**src/hdl/pfa_pkg.sv**
```systemverilog
`timescale 1ns / 1ps

package pfa_pkg;

    localparam int DEF_MAX_COLORS   = 16;
    localparam int DEF_MAX_SEQUENCE = 16;
    localparam int RESULT_LIMIT     = 16;

    // Width of |target - current| * step, which is at most 31 * 255.
    localparam int DIV_W = 13;

    localparam logic [2:0] MODE_LOAD_COLOR = 3'd0;
    localparam logic [2:0] MODE_LOAD_SLOT  = 3'd1;
    localparam logic [2:0] MODE_START      = 3'd2;
    localparam logic [2:0] MODE_GRAY       = 3'd3;
    localparam logic [2:0] MODE_TICK       = 3'd4;

    localparam logic [2:0] REG_PALETTE_OFFSET  = 3'd0;
    localparam logic [2:0] REG_COLOR_COUNT     = 3'd1;
    localparam logic [2:0] REG_TOTAL_STEPS     = 3'd2;
    localparam logic [2:0] REG_USE_SEQUENCE    = 3'd3;
    localparam logic [2:0] REG_SEQUENCE_LENGTH = 3'd4;
    localparam logic [2:0] REG_SEQUENCE_DELAY  = 3'd5;

    typedef struct packed {
        logic [2:0]  mode;
        logic [3:0]  entry_index;
        logic [14:0] target_color;
        logic [14:0] original_color;
        logic [3:0]  slot_position;
        logic [7:0]  slot_color_index;
    } t_in_beat;

    typedef struct packed {
        logic [8:0]  palette_address;
        logic [14:0] color;
        logic        last;
        logic        still_active;
    } t_out_beat;

    typedef struct packed {
        logic             start;
        logic [DIV_W-1:0] dividend;
        logic [7:0]       divisor;
    } t_div_req;

    typedef struct packed {
        logic             done;
        logic [DIV_W-1:0] quotient;
    } t_div_rsp;

    typedef enum logic [3:0] {
        ST_IDLE,
        ST_SEQ_READ,
        ST_SEQ_CHECK,
        ST_READ,
        ST_LOAD,
        ST_GRAY_SUM,
        ST_GRAY_DIV,
        ST_MUL,
        ST_DIV,
        ST_WRITE
    } t_state;

endpackage

```
**src/hdl/pfa_in_if.sv**
```systemverilog
`timescale 1ns / 1ps

interface pfa_in_if;
    import pfa_pkg::*;

    logic     valid;
    logic     ready;
    t_in_beat data;

    modport source (output valid, output data, input ready);
    modport sink (input valid, input data, output ready);
endinterface

```
**src/hdl/pfa_out_if.sv**
```systemverilog
`timescale 1ns / 1ps

interface pfa_out_if;
    import pfa_pkg::*;

    logic      valid;
    logic      ready;
    t_out_beat data;

    modport source (output valid, output data, input ready);
    modport sink (input valid, input data, output ready);
endinterface

```
**src/hdl/palette_fade_animator.sv**
```systemverilog
`timescale 1ns / 1ps

// Channel    Direction  Handshake                  Beat
// i_in       in         i_in.valid / i_in.ready    one command (load, start, grey, tick)
// o_out      out        o_out.valid / o_out.ready  one palette colour write
// APB        in         psel, penable, pwrite      one register write or read
//
// Each colour written costs memory access plus, for a fade step, three channel
// divisions in the shared serial divider, taken one after another.
// Reset is synchronous and active low; it clears the control state and the
// registers, while the palette and sequence memories hold nothing until loaded.
// A stalled o_out holds the sequencer in its write state; a new command is
// taken whenever the sequencer is idle, even with a result still waiting.

module palette_fade_animator #(
    parameter int MAX_COLORS   = pfa_pkg::DEF_MAX_COLORS,
    parameter int MAX_SEQUENCE = pfa_pkg::DEF_MAX_SEQUENCE
) (
    input  logic        i_clk,
    input  logic        i_rst_n,
    pfa_in_if.sink      i_in,
    pfa_out_if.source   o_out,
    input  logic        psel,
    input  logic        penable,
    input  logic        pwrite,
    input  logic [4:0]  paddr,
    input  logic [31:0] pwdata,
    output logic [31:0] prdata,
    output logic        pready
);
    import pfa_pkg::*;

    localparam int CW = $clog2(MAX_COLORS);
    localparam int SW = (MAX_SEQUENCE > 1) ? $clog2(MAX_SEQUENCE) : 1;
    localparam int USE_LIMIT = (MAX_COLORS < RESULT_LIMIT) ? MAX_COLORS : RESULT_LIMIT;
    localparam logic [4:0] USE_LIMIT_V = 5'(USE_LIMIT);

    // Configuration registers.
    logic [7:0] r_offset;
    logic [4:0] r_color_count;
    logic [7:0] r_total;
    logic       r_use_seq;
    logic [4:0] r_seq_len;
    logic [7:0] r_seq_delay;

    // Animation state.
    logic [7:0] r_step;
    logic [4:0] r_pos;
    logic [7:0] r_delay;
    logic       r_active;

    // Sequencer.
    t_state     r_state, n_state;
    logic [4:0] r_idx;
    logic [4:0] r_end;
    logic       r_gray;
    logic [7:0] r_k;
    logic       r_act_after;
    logic [4:0] r_slot_pos;
    logic [1:0] r_ch;
    logic [14:0] r_new;
    logic [11:0] r_sum;

    t_out_beat  r_out;
    logic       r_out_valid;

    // Each colour word holds {target, original, current}.
    logic [44:0] r_color_mem [MAX_COLORS];
    logic [44:0] r_color_rd;
    logic [7:0]  r_seq_mem [MAX_SEQUENCE];
    logic [7:0]  r_seq_rd;

    logic          w_cmem_we;
    logic [CW-1:0] w_cmem_waddr;
    logic [44:0]   w_cmem_wdata;
    logic          w_smem_we;

    logic       w_accept;
    logic       w_cfg_wr;
    logic [4:0] w_used;
    logic       w_out_free;
    logic       w_last;

    t_div_req w_div_req;
    t_div_rsp w_div_rsp;

    // Per-channel operands of the current fade step.
    logic [14:0] w_cur, w_tgt, w_orig;
    logic [4:0]  w_from, w_to, w_mag, w_q;
    logic        w_neg;

    // Decisions taken as a command is accepted.
    logic       w_seq_wait;
    logic [7:0] w_step1;
    logic [4:0] w_pos1;

    assign pready   = 1'b1;
    assign w_cfg_wr = psel && penable && pwrite;
    assign w_accept = i_in.valid && i_in.ready;
    assign w_used   = (r_color_count > USE_LIMIT_V) ? USE_LIMIT_V : r_color_count;
    assign w_out_free = !r_out_valid || o_out.ready;
    assign w_last   = ((r_idx + 5'd1) == r_end);

    assign w_tgt  = r_color_rd[44:30];
    assign w_orig = r_color_rd[29:15];
    assign w_cur  = r_color_rd[14:0];

    assign w_step1    = r_step + 8'd1;
    assign w_pos1     = r_pos + 5'd1;
    assign w_seq_wait = (r_delay < r_seq_delay);

    always_comb begin
        unique case (paddr[4:2])
            REG_PALETTE_OFFSET:  prdata = {24'd0, r_offset};
            REG_COLOR_COUNT:     prdata = {27'd0, r_color_count};
            REG_TOTAL_STEPS:     prdata = {24'd0, r_total};
            REG_USE_SEQUENCE:    prdata = {31'd0, r_use_seq};
            REG_SEQUENCE_LENGTH: prdata = {27'd0, r_seq_len};
            REG_SEQUENCE_DELAY:  prdata = {24'd0, r_seq_delay};
            default:             prdata = 32'd0;
        endcase
    end

    always_ff @(posedge i_clk) begin
        if (!i_rst_n) begin
            r_offset      <= 8'd0;
            r_color_count <= 5'd16;
            r_total       <= 8'd16;
            r_use_seq     <= 1'b0;
            r_seq_len     <= 5'd0;
            r_seq_delay   <= 8'd0;
        end else if (w_cfg_wr) begin
            unique case (paddr[4:2])
                REG_PALETTE_OFFSET:  r_offset      <= pwdata[7:0];
                REG_COLOR_COUNT:     r_color_count <= pwdata[4:0];
                REG_TOTAL_STEPS:     r_total       <= pwdata[7:0];
                REG_USE_SEQUENCE:    r_use_seq     <= pwdata[0];
                REG_SEQUENCE_LENGTH: r_seq_len     <= pwdata[4:0];
                REG_SEQUENCE_DELAY:  r_seq_delay   <= pwdata[7:0];
                default: ;
            endcase
        end
    end

    // Channel select for the fade arithmetic; red sits in the low five bits.
    always_comb begin
        case (r_ch)
            2'd0:    begin w_from = w_cur[4:0];   w_to = w_tgt[4:0];   end
            2'd1:    begin w_from = w_cur[9:5];   w_to = w_tgt[9:5];   end
            default: begin w_from = w_cur[14:10]; w_to = w_tgt[14:10]; end
        endcase
        w_neg = (w_to < w_from);
        w_mag = w_neg ? (w_from - w_to) : (w_to - w_from);
        w_q   = w_div_rsp.quotient[4:0];
    end

    pfa_div u_div (
        .i_clk   (i_clk),
        .i_rst_n (i_rst_n),
        .i_req   (w_div_req),
        .o_rsp   (w_div_rsp)
    );

    // Next state.
    always_comb begin
        n_state = r_state;
        unique case (r_state)
            ST_IDLE: begin
                if (w_accept) begin
                    if (i_in.data.mode == MODE_GRAY) begin
                        if (w_used != 5'd0) n_state = ST_READ;
                    end else if (i_in.data.mode == MODE_TICK && r_active) begin
                        if (r_use_seq) begin
                            if (!w_seq_wait && r_pos < r_seq_len
                                && 32'(r_pos) < MAX_SEQUENCE) begin
                                n_state = ST_SEQ_READ;
                            end
                        end else if (w_used > 5'd1) begin
                            n_state = ST_READ;
                        end
                    end
                end
            end
            ST_SEQ_READ:  n_state = ST_SEQ_CHECK;
            ST_SEQ_CHECK: n_state = ({3'd0, w_used} > r_seq_rd) ? ST_READ : ST_IDLE;
            ST_READ:      n_state = ST_LOAD;
            ST_LOAD: begin
                if (r_gray) begin
                    n_state = (r_idx == 5'd0) ? ST_WRITE : ST_GRAY_SUM;
                end else begin
                    n_state = (r_k >= r_total) ? ST_WRITE : ST_MUL;
                end
            end
            ST_GRAY_SUM:  n_state = ST_GRAY_DIV;
            ST_GRAY_DIV:  n_state = ST_WRITE;
            ST_MUL:       n_state = ST_DIV;
            ST_DIV: begin
                if (w_div_rsp.done) n_state = (r_ch == 2'd2) ? ST_WRITE : ST_MUL;
            end
            ST_WRITE: begin
                if (w_out_free) n_state = w_last ? ST_IDLE : ST_READ;
            end
            default:      n_state = ST_IDLE;
        endcase
    end

    // Outputs of the sequencer: memory ports, divider start and input ready.
    always_comb begin
        i_in.ready         = (r_state == ST_IDLE);
        w_cmem_we          = 1'b0;
        w_cmem_waddr       = CW'(r_idx);
        w_cmem_wdata       = {w_tgt, w_orig, r_new};
        w_smem_we          = 1'b0;
        w_div_req.start    = (r_state == ST_MUL);
        w_div_req.dividend = DIV_W'(w_mag) * DIV_W'(r_k);
        w_div_req.divisor  = r_total;
        unique case (r_state)
            ST_IDLE: begin
                if (w_accept && i_in.data.mode == MODE_LOAD_COLOR
                    && 32'(i_in.data.entry_index) < MAX_COLORS) begin
                    w_cmem_we    = 1'b1;
                    w_cmem_waddr = CW'(i_in.data.entry_index);
                    w_cmem_wdata = {i_in.data.target_color, i_in.data.original_color,
                                    i_in.data.original_color};
                end
                w_smem_we = w_accept && i_in.data.mode == MODE_LOAD_SLOT
                            && 32'(i_in.data.slot_position) < MAX_SEQUENCE;
            end
            ST_WRITE: w_cmem_we = w_out_free;
            default: ;
        endcase
    end

    always_ff @(posedge i_clk) begin
        if (w_cmem_we) r_color_mem[w_cmem_waddr] <= w_cmem_wdata;
        r_color_rd <= r_color_mem[CW'(r_idx)];
    end

    always_ff @(posedge i_clk) begin
        if (w_smem_we) r_seq_mem[SW'(i_in.data.slot_position)] <= i_in.data.slot_color_index;
        r_seq_rd <= r_seq_mem[SW'(r_slot_pos)];
    end

    // Control state.
    always_ff @(posedge i_clk) begin
        if (!i_rst_n) begin
            r_state     <= ST_IDLE;
            r_step      <= 8'd0;
            r_pos       <= 5'd0;
            r_delay     <= 8'd0;
            r_active    <= 1'b0;
            r_out_valid <= 1'b0;
        end else begin
            r_state <= n_state;
            if (r_state == ST_WRITE && w_out_free) begin
                r_out_valid <= 1'b1;
            end else if (o_out.ready) begin
                r_out_valid <= 1'b0;
            end
            if (w_accept) begin
                if (i_in.data.mode == MODE_START) begin
                    r_step   <= 8'd0;
                    r_pos    <= 5'd0;
                    r_delay  <= 8'd0;
                    r_active <= 1'b1;
                end else if (i_in.data.mode == MODE_GRAY) begin
                    r_step   <= 8'd0;
                    r_active <= 1'b1;
                end else if (i_in.data.mode == MODE_TICK && r_active) begin
                    if (!r_use_seq) begin
                        r_step <= w_step1;
                        if (w_step1 >= r_total) r_active <= 1'b0;
                    end else if (w_seq_wait) begin
                        r_delay <= r_delay + 8'd1;
                    end else begin
                        r_delay <= 8'd0;
                        if (w_step1 >= r_total) begin
                            r_step <= 8'd0;
                            r_pos  <= w_pos1;
                            if (w_pos1 >= r_seq_len) r_active <= 1'b0;
                        end else begin
                            r_step <= w_step1;
                        end
                    end
                end
            end
        end
    end

    // Working registers of the sequencer.
    always_ff @(posedge i_clk) begin
        unique case (r_state)
            ST_IDLE: begin
                r_k        <= r_step;
                r_slot_pos <= r_pos;
                r_gray     <= (i_in.data.mode == MODE_GRAY);
                r_end      <= w_used;
                r_idx      <= (i_in.data.mode == MODE_GRAY) ? 5'd0 : 5'd1;
                if (i_in.data.mode == MODE_GRAY) begin
                    r_act_after <= 1'b1;
                end else if (!r_use_seq) begin
                    r_act_after <= !(w_step1 >= r_total);
                end else begin
                    r_act_after <= !(w_step1 >= r_total && w_pos1 >= r_seq_len);
                end
            end
            ST_SEQ_CHECK: begin
                r_idx <= r_seq_rd[4:0];
                r_end <= r_seq_rd[4:0] + 5'd1;
            end
            ST_LOAD: begin
                r_ch  <= 2'd0;
                r_new <= (!r_gray && r_k >= r_total) ? w_tgt : w_cur;
            end
            ST_GRAY_SUM: begin
                r_sum <= 12'(w_orig[4:0]) * 12'd30 + 12'(w_orig[9:5]) * 12'd59
                         + 12'(w_orig[14:10]) * 12'd11;
            end
            ST_GRAY_DIV: begin
                // Division by 100 as a multiply by 5243 / 2^19, exact for sums below 43699.
                r_new <= {3{5'((25'(r_sum) * 25'd5243) >> 19)}};
            end
            ST_DIV: begin
                if (w_div_rsp.done) begin
                    r_ch <= r_ch + 2'd1;
                    case (r_ch)
                        2'd0:    r_new[4:0]   <= w_neg ? (w_from - w_q) : (w_from + w_q);
                        2'd1:    r_new[9:5]   <= w_neg ? (w_from - w_q) : (w_from + w_q);
                        default: r_new[14:10] <= w_neg ? (w_from - w_q) : (w_from + w_q);
                    endcase
                end
            end
            ST_WRITE: begin
                if (w_out_free) begin
                    r_idx                 <= r_idx + 5'd1;
                    r_out.palette_address <= {1'b0, r_offset} + {4'd0, r_idx};
                    r_out.color           <= r_new;
                    r_out.last            <= w_last;
                    r_out.still_active    <= r_act_after;
                end
            end
            default: ;
        endcase
    end

    assign o_out.valid = r_out_valid;
    assign o_out.data  = r_out;

endmodule

```
**src/hdl/pfa_div.sv**
```systemverilog
`timescale 1ns / 1ps

module pfa_div (
    input  logic              i_clk,
    input  logic              i_rst_n,
    input  pfa_pkg::t_div_req i_req,
    output pfa_pkg::t_div_rsp o_rsp
);
    import pfa_pkg::*;

    localparam int CNT_W = $clog2(DIV_W);

    logic             r_busy;
    logic             r_done;
    logic [CNT_W-1:0] r_cnt;
    logic [7:0]       r_rem;
    logic [DIV_W-1:0] r_quo;
    logic [7:0]       r_div;

    logic [8:0] w_trial;
    logic       w_bit;
    logic [7:0] w_rem;

    // Restoring division, one quotient bit per cycle.
    always_comb begin
        w_trial = {r_rem, r_quo[DIV_W-1]};
        w_bit   = (w_trial >= {1'b0, r_div});
        w_rem   = w_bit ? 8'(w_trial - {1'b0, r_div}) : w_trial[7:0];
    end

    always_ff @(posedge i_clk) begin
        if (!i_rst_n) begin
            r_busy <= 1'b0;
            r_done <= 1'b0;
            r_cnt  <= '0;
        end else begin
            r_done <= 1'b0;
            if (i_req.start) begin
                r_busy <= 1'b1;
                r_cnt  <= '0;
            end else if (r_busy) begin
                r_cnt <= r_cnt + 1'b1;
                if (r_cnt == CNT_W'(DIV_W - 1)) begin
                    r_busy <= 1'b0;
                    r_done <= 1'b1;
                end
            end
        end
    end

    always_ff @(posedge i_clk) begin
        if (i_req.start) begin
            r_rem <= '0;
            r_quo <= i_req.dividend;
            r_div <= i_req.divisor;
        end else if (r_busy) begin
            r_rem <= w_rem;
            r_quo <= {r_quo[DIV_W-2:0], w_bit};
        end
    end

    assign o_rsp.done     = r_done;
    assign o_rsp.quotient = r_quo;

endmodule

```
**src/flat_wrapper.sv**
```systemverilog
// flat-port wrapper written by rule: the top's interface ports become plain ports
module palette_fade_animator_flat import pfa_pkg::*;
#(
    parameter int MAX_COLORS   = pfa_pkg::DEF_MAX_COLORS,
    parameter int MAX_SEQUENCE = pfa_pkg::DEF_MAX_SEQUENCE
)
  (i_clk, i_rst_n, psel, penable, pwrite, paddr, pwdata, prdata, pready, i_in_valid, i_in_data, i_in_ready, o_out_valid, o_out_data, o_out_ready);
  pfa_in_if i_in_i ();
  pfa_out_if o_out_i ();
  input  logic i_clk;
  input  logic i_rst_n;
  input  logic psel;
  input  logic penable;
  input  logic pwrite;
  input  logic [4:0] paddr;
  input  logic [31:0] pwdata;
  output logic [31:0] prdata;
  output logic pready;
  input wire logic [$bits(i_in_i.valid)-1:0] i_in_valid;
  input wire logic [$bits(i_in_i.data)-1:0] i_in_data;
  output wire logic [$bits(i_in_i.ready)-1:0] i_in_ready;
  output wire logic [$bits(o_out_i.valid)-1:0] o_out_valid;
  output wire logic [$bits(o_out_i.data)-1:0] o_out_data;
  input wire logic [$bits(o_out_i.ready)-1:0] o_out_ready;
  assign i_in_i.valid = i_in_valid;
  assign i_in_i.data = i_in_data;
  assign i_in_ready = i_in_i.ready;
  assign o_out_valid = o_out_i.valid;
  assign o_out_data = o_out_i.data;
  assign o_out_i.ready = o_out_ready;
  palette_fade_animator #(.MAX_COLORS(MAX_COLORS), .MAX_SEQUENCE(MAX_SEQUENCE)) u_core (.i_clk(i_clk), .i_rst_n(i_rst_n), .i_in(i_in_i), .o_out(o_out_i), .psel(psel), .penable(penable), .pwrite(pwrite), .paddr(paddr), .pwdata(pwdata), .prdata(prdata), .pready(pready));
endmodule
```
**config.mk**
```make
export PLATFORM = sky130hd
export DESIGN_NAME = palette_fade_animator_flat
export DESIGN_NICKNAME = d
export VERILOG_FILES = /design/src/hdl/pfa_pkg.sv /design/src/hdl/pfa_in_if.sv /design/src/hdl/pfa_out_if.sv /design/src/hdl/palette_fade_animator.sv /design/src/hdl/pfa_div.sv /design/src/flat_wrapper.sv
export SDC_FILE = /design/constraint.sdc
export NUM_CORES = 2
export LEC_CHECK = 0
export ABC_CLOCK_PERIOD_IN_PS = 10590
export BUFFER_PORTS_ARGS = -buffer_cell sky130_fd_sc_hd__buf_2
export CAP_MARGIN = 40
export CORE_UTILIZATION = 65
export CTS_CLUSTER_DIAMETER = 30
export DETAILED_ROUTE_END_ITERATION = 16
export PLACE_DENSITY = 0.83
export SKIP_LAST_GASP = 1
export SYNTH_ARGS = -nofsm -noshare
export SYNTH_HDL_FRONTEND = slang
export SYNTH_SLANG_ARGS = --single-unit
```
**constraint.sdc**
```tcl
create_clock -name i_clk -period 10.59 [get_ports i_clk]
set_clock_uncertainty 0.2 [all_clocks]
set_input_delay 1.5885 -clock i_clk [delete_from_list [all_inputs] [get_ports i_clk]]
set_output_delay 1.5885 -clock i_clk [all_outputs]
set_load 0.05 [all_outputs]
```
==> flow_summary.yaml <==
finish:
  final_cell_mix: "948 x edfxtp_1, 245 x nand2_1, 235 x inv_1, 221 x ha_1, 213 x mux2i_1"
  multi_input_area_um2: 17600
  drive_gt1_frac: 0.179
  fillerInstances: 4076
  finalInstanceArea_um2: 57700
  stdcell_count: 4736
  fin_nets: 3983
  synthToLayoutAreaGrowth_pct: 15.5
  regArea_um2: 31000
  final_common_cell: "edfxtp_1"
global_route:
  grt_max_degree: 138
  overflow: 0
  grt_pass1_wl_mm: 195
  antenna_found_initial: 8
  grt_pass1_vias: 32400
  grtUsageTotal: 0.339
placement:
  place_ws_ps: 2800
  port_buffers: 102
  placed_area_um2: 52100
  placedCellCount: 4431
  hpwl_mm: 73.6
  gp_congestion: 0.923
die:
  die_y_um: 279
  io-pin-count: 154
  start_util: 0.657
  core_area_um2: 76100
  dieArea_um2: 78000
  die_w_um: 279
  rows: 101
power:
  p_sw_frac: 0.297
  p_per_area_nw_per_um2: 238
  combPwrFrac: 0.239
  p_seq_frac: 0.370
  switchingPower_mw: 4.09
  p_int_mw: 9.68
  ir_worst_vdd_mv: 0.457
  leakagePower_nw: 22.1
  clockPowerShare: 0.391
clocking:
  cts_tree: "built"
  cts_setup_buffers: 0
  cts.sinks: 1077
  clock_path_buffers: 3
  htreeDepth: 4
  worstSkewPairLatency_ps: 760
  cts_buffers: 157
  cts_resized: 0
  root_buffer: "clkbuf_16"
  cts_hold_buf: 0
  clkSlewWorstSetupHoldPaths_ps: 50
worst_setup_path:
  end_kind: "register"
  path_buf_inv: 2
  cp.arrival_ps: 8190
  path_class: "reg2reg"
  cp_max_fo: 12
  cp_top_family: "compound AO/OA/AOI/OAI gates"
  crit_chain: "inv_1 -> ha_1 -> nor2_1 -> a21oi_1 -> ha_1 -> nor2b_1 -> o2111a_1 -> o31a_1 -> a311o_1 -> a221oi_2 -> xnor2_1 -> nand2_1 -> fa_1 -> fa_1 -> fa_1 -> inv_1 -> ha_1 -> a21o_1 -> a21oi_1 -> o21ai_0 -> o211a_1 -> o41ai_1 -> mux2i_1 -> o311ai_0"
  cp_slowest_stage_delay_ps: 540
  slowest_stage: "fa_1"
  cp-start-kind: "register"
  cp.required_ps: 10850
sta:
  fin_crit_sh: 0.749
  layout_min_cycle_time_ps: 7940
  slew_headroom: 0.209
  tns_ps: 0
  worst_pin_slew_ps: 1190
  clock.fmax_mhz: 126
  setup_ws_ps: 2650
  whs_ps: 216
  hold_violations: 0
  drv_slew: 0
  setup_viol: 0
  rsz0062_at_grt: "false"
logic_synthesis:
  ys_seq_elements: 1077
  netlist_instances: 3364
  synth_edf_count: 948
  synth_ff_type: "edfxtp_1"
  yosys_warnings: 0
  synth.yosys.seq_area_share: 0.621
  avgSynthCellArea_um2: 14.9
  synth-async-reset-ratio: 0
  synth_area_um2: 50000
  ys_types: 83
drt:
  avgRoutedWirePerCell_um: 27.7
  drtPass1Iterations: 6
  vias_per_cell: 6.64
  ant_nets: 0
  drc: 0
  vias: 31400
  drt-initial-drc-count: 4018
  drt_wl_total_mm: 131
run:
  drv_cap: 0
outcome:
  status: "finished clean"
hold_path:
  hp-class: "reg2reg"
[worst register-to-register path: stages (launching register included)]
cell and delay, ps:
edfxtp_1 420, inv_1 120, ha_1 450, nor2_1 280, a21oi_1 500, ha_1 340, nor2b_1 170, o2111a_1 330
o31a_1 300, a311o_1 340, a221oi_2 250, xnor2_1 310, nand2_1 160, fa_1 510, fa_1 520, fa_1 540
inv_1 40, ha_1 330, a21o_1 170, a21oi_1 270, o21ai_0 130, o211a_1 180, o41ai_1 390, mux2i_1 240
o311ai_0 170
[worst paths after layout]
path	from	to	slack (ps)	cells after the start
max	u_core.r_ch[0]$_SDFFCE_PN0P_	u_core.u_div.r_quo[12]$_DFFE_PP_	2650	24
min	u_core.r_act_after$_SDFFCE_PP1P_	u_core.o_out.data[0]$_DFFE_PP_	220	0
max reg2reg	u_core.r_ch[0]$_SDFFCE_PN0P_	u_core.u_div.r_quo[12]$_DFFE_PP_	2650	24
min reg2reg	u_core.r_act_after$_SDFFCE_PP1P_	u_core.o_out.data[0]$_DFFE_PP_	220	0
[kinds of logic (layout without fill, tap and decap cells)]
logic type	after synthesis	after routing	synth area share
adder cells (fa/ha/maj)	326	326	0.0974
XOR/XNOR	67	67	0.0120
buffers and inverters	390	701	0.0320
other	2	33	0.000150
multiplexers	394	394	0.113
flip-flops	1077	1077	0.621
AO/OA/AOI/OAI	524	524	0.0687
AND/OR/NAND/NOR	584	584	0.0560
[through the flow]
step           power (mW)   util
3_3_place_gp         8.26  0.679
6_report             13.8  0.759
4_1_cts              13.8  0.758
3_5_place_dp         8.40  0.685
2_1_floorplan        7.68      -
5_1_grt              14.4  0.759
[cells in the mapped netlist (all sizes together) (7+ instances only)]
library cell / count / share of area
a21o: 26 / 0.0039
a21oi: 100 / 0.010
a221oi: 47 / 0.0084
a22o: 10 / 0.0018
a22oi: 55 / 0.0083
a31oi: 9 / 0.0013
and2: 30 / 0.0038
and3: 13 / 0.0016
buf: 68 / 0.0078
clkbuf: 86 / 0.0065
dfxtp: 129 / 0.052
edfxtp: 948 / 0.57
fa: 105 / 0.042
ha: 221 / 0.055
inv: 235 / 0.018
mux2: 51 / 0.011
mux2i: 213 / 0.043
mux4: 130 / 0.059
nand2: 246 / 0.019
nand2b: 26 / 0.0033
nand3: 37 / 0.0037
nand4: 11 / 0.0014
nor2: 98 / 0.0074
nor2b: 52 / 0.0065
nor3: 27 / 0.0028
nor3b: 7 / 0.0011
nor4: 8 / 0.0016
o211ai: 11 / 0.0017
o21a: 21 / 0.0032
o21ai: 161 / 0.016
o22ai: 12 / 0.0015
o31ai: 10 / 0.0018
xnor2: 39 / 0.0068
xor2: 27 / 0.0047
[state kept, by name (all words and copies together), names as in the netlist, 12 cells and up]
| name | cells |
|---|---|
| u_core.r_color_mem | 720 |
| u_core.r_seq_mem | 128 |
| u_core.r_color_rd | 45 |
| u_core.o_out.data | 26 |
| u_core.r_new | 15 |
| u_core.u_div.r_quo | 13 |
| u_core.r_sum | 12 |
[power groups by stage]
stage	sequential (mW)	clock [mW]	combinational, mW
after floorplan	5.10	0	2.58
after global placement	5.16	0	3.11
after detailed placement	5.16	0	3.23
after CTS	5.08	5.40	3.30
after global routing	5.09	5.57	3.75
final	5.09	5.38	3.29
[layer usage]
layer,vias to the layer above,track usage,share of wire
met1,15600,0.437,0.36
met4,4,0.164,0.042
met5,-,0,0.00021
met3,423,0.0895,0.12
li1,13100,-,-
met2,2334,0.539,0.48
[layout make-up]
type,count,share of cell area
Sequential cell,1077,0.538
Timing Repair Buffer,172,0.0238
Antenna cell,8,0.000347
Clock buffer,186,0.0719
Inverter,236,0.0153
Clock inverter,107,0.0244
Multi-Input combinational cell,1920,0.304
Tap cell,1030,0.0223
(Power assumes the default switching activity.)
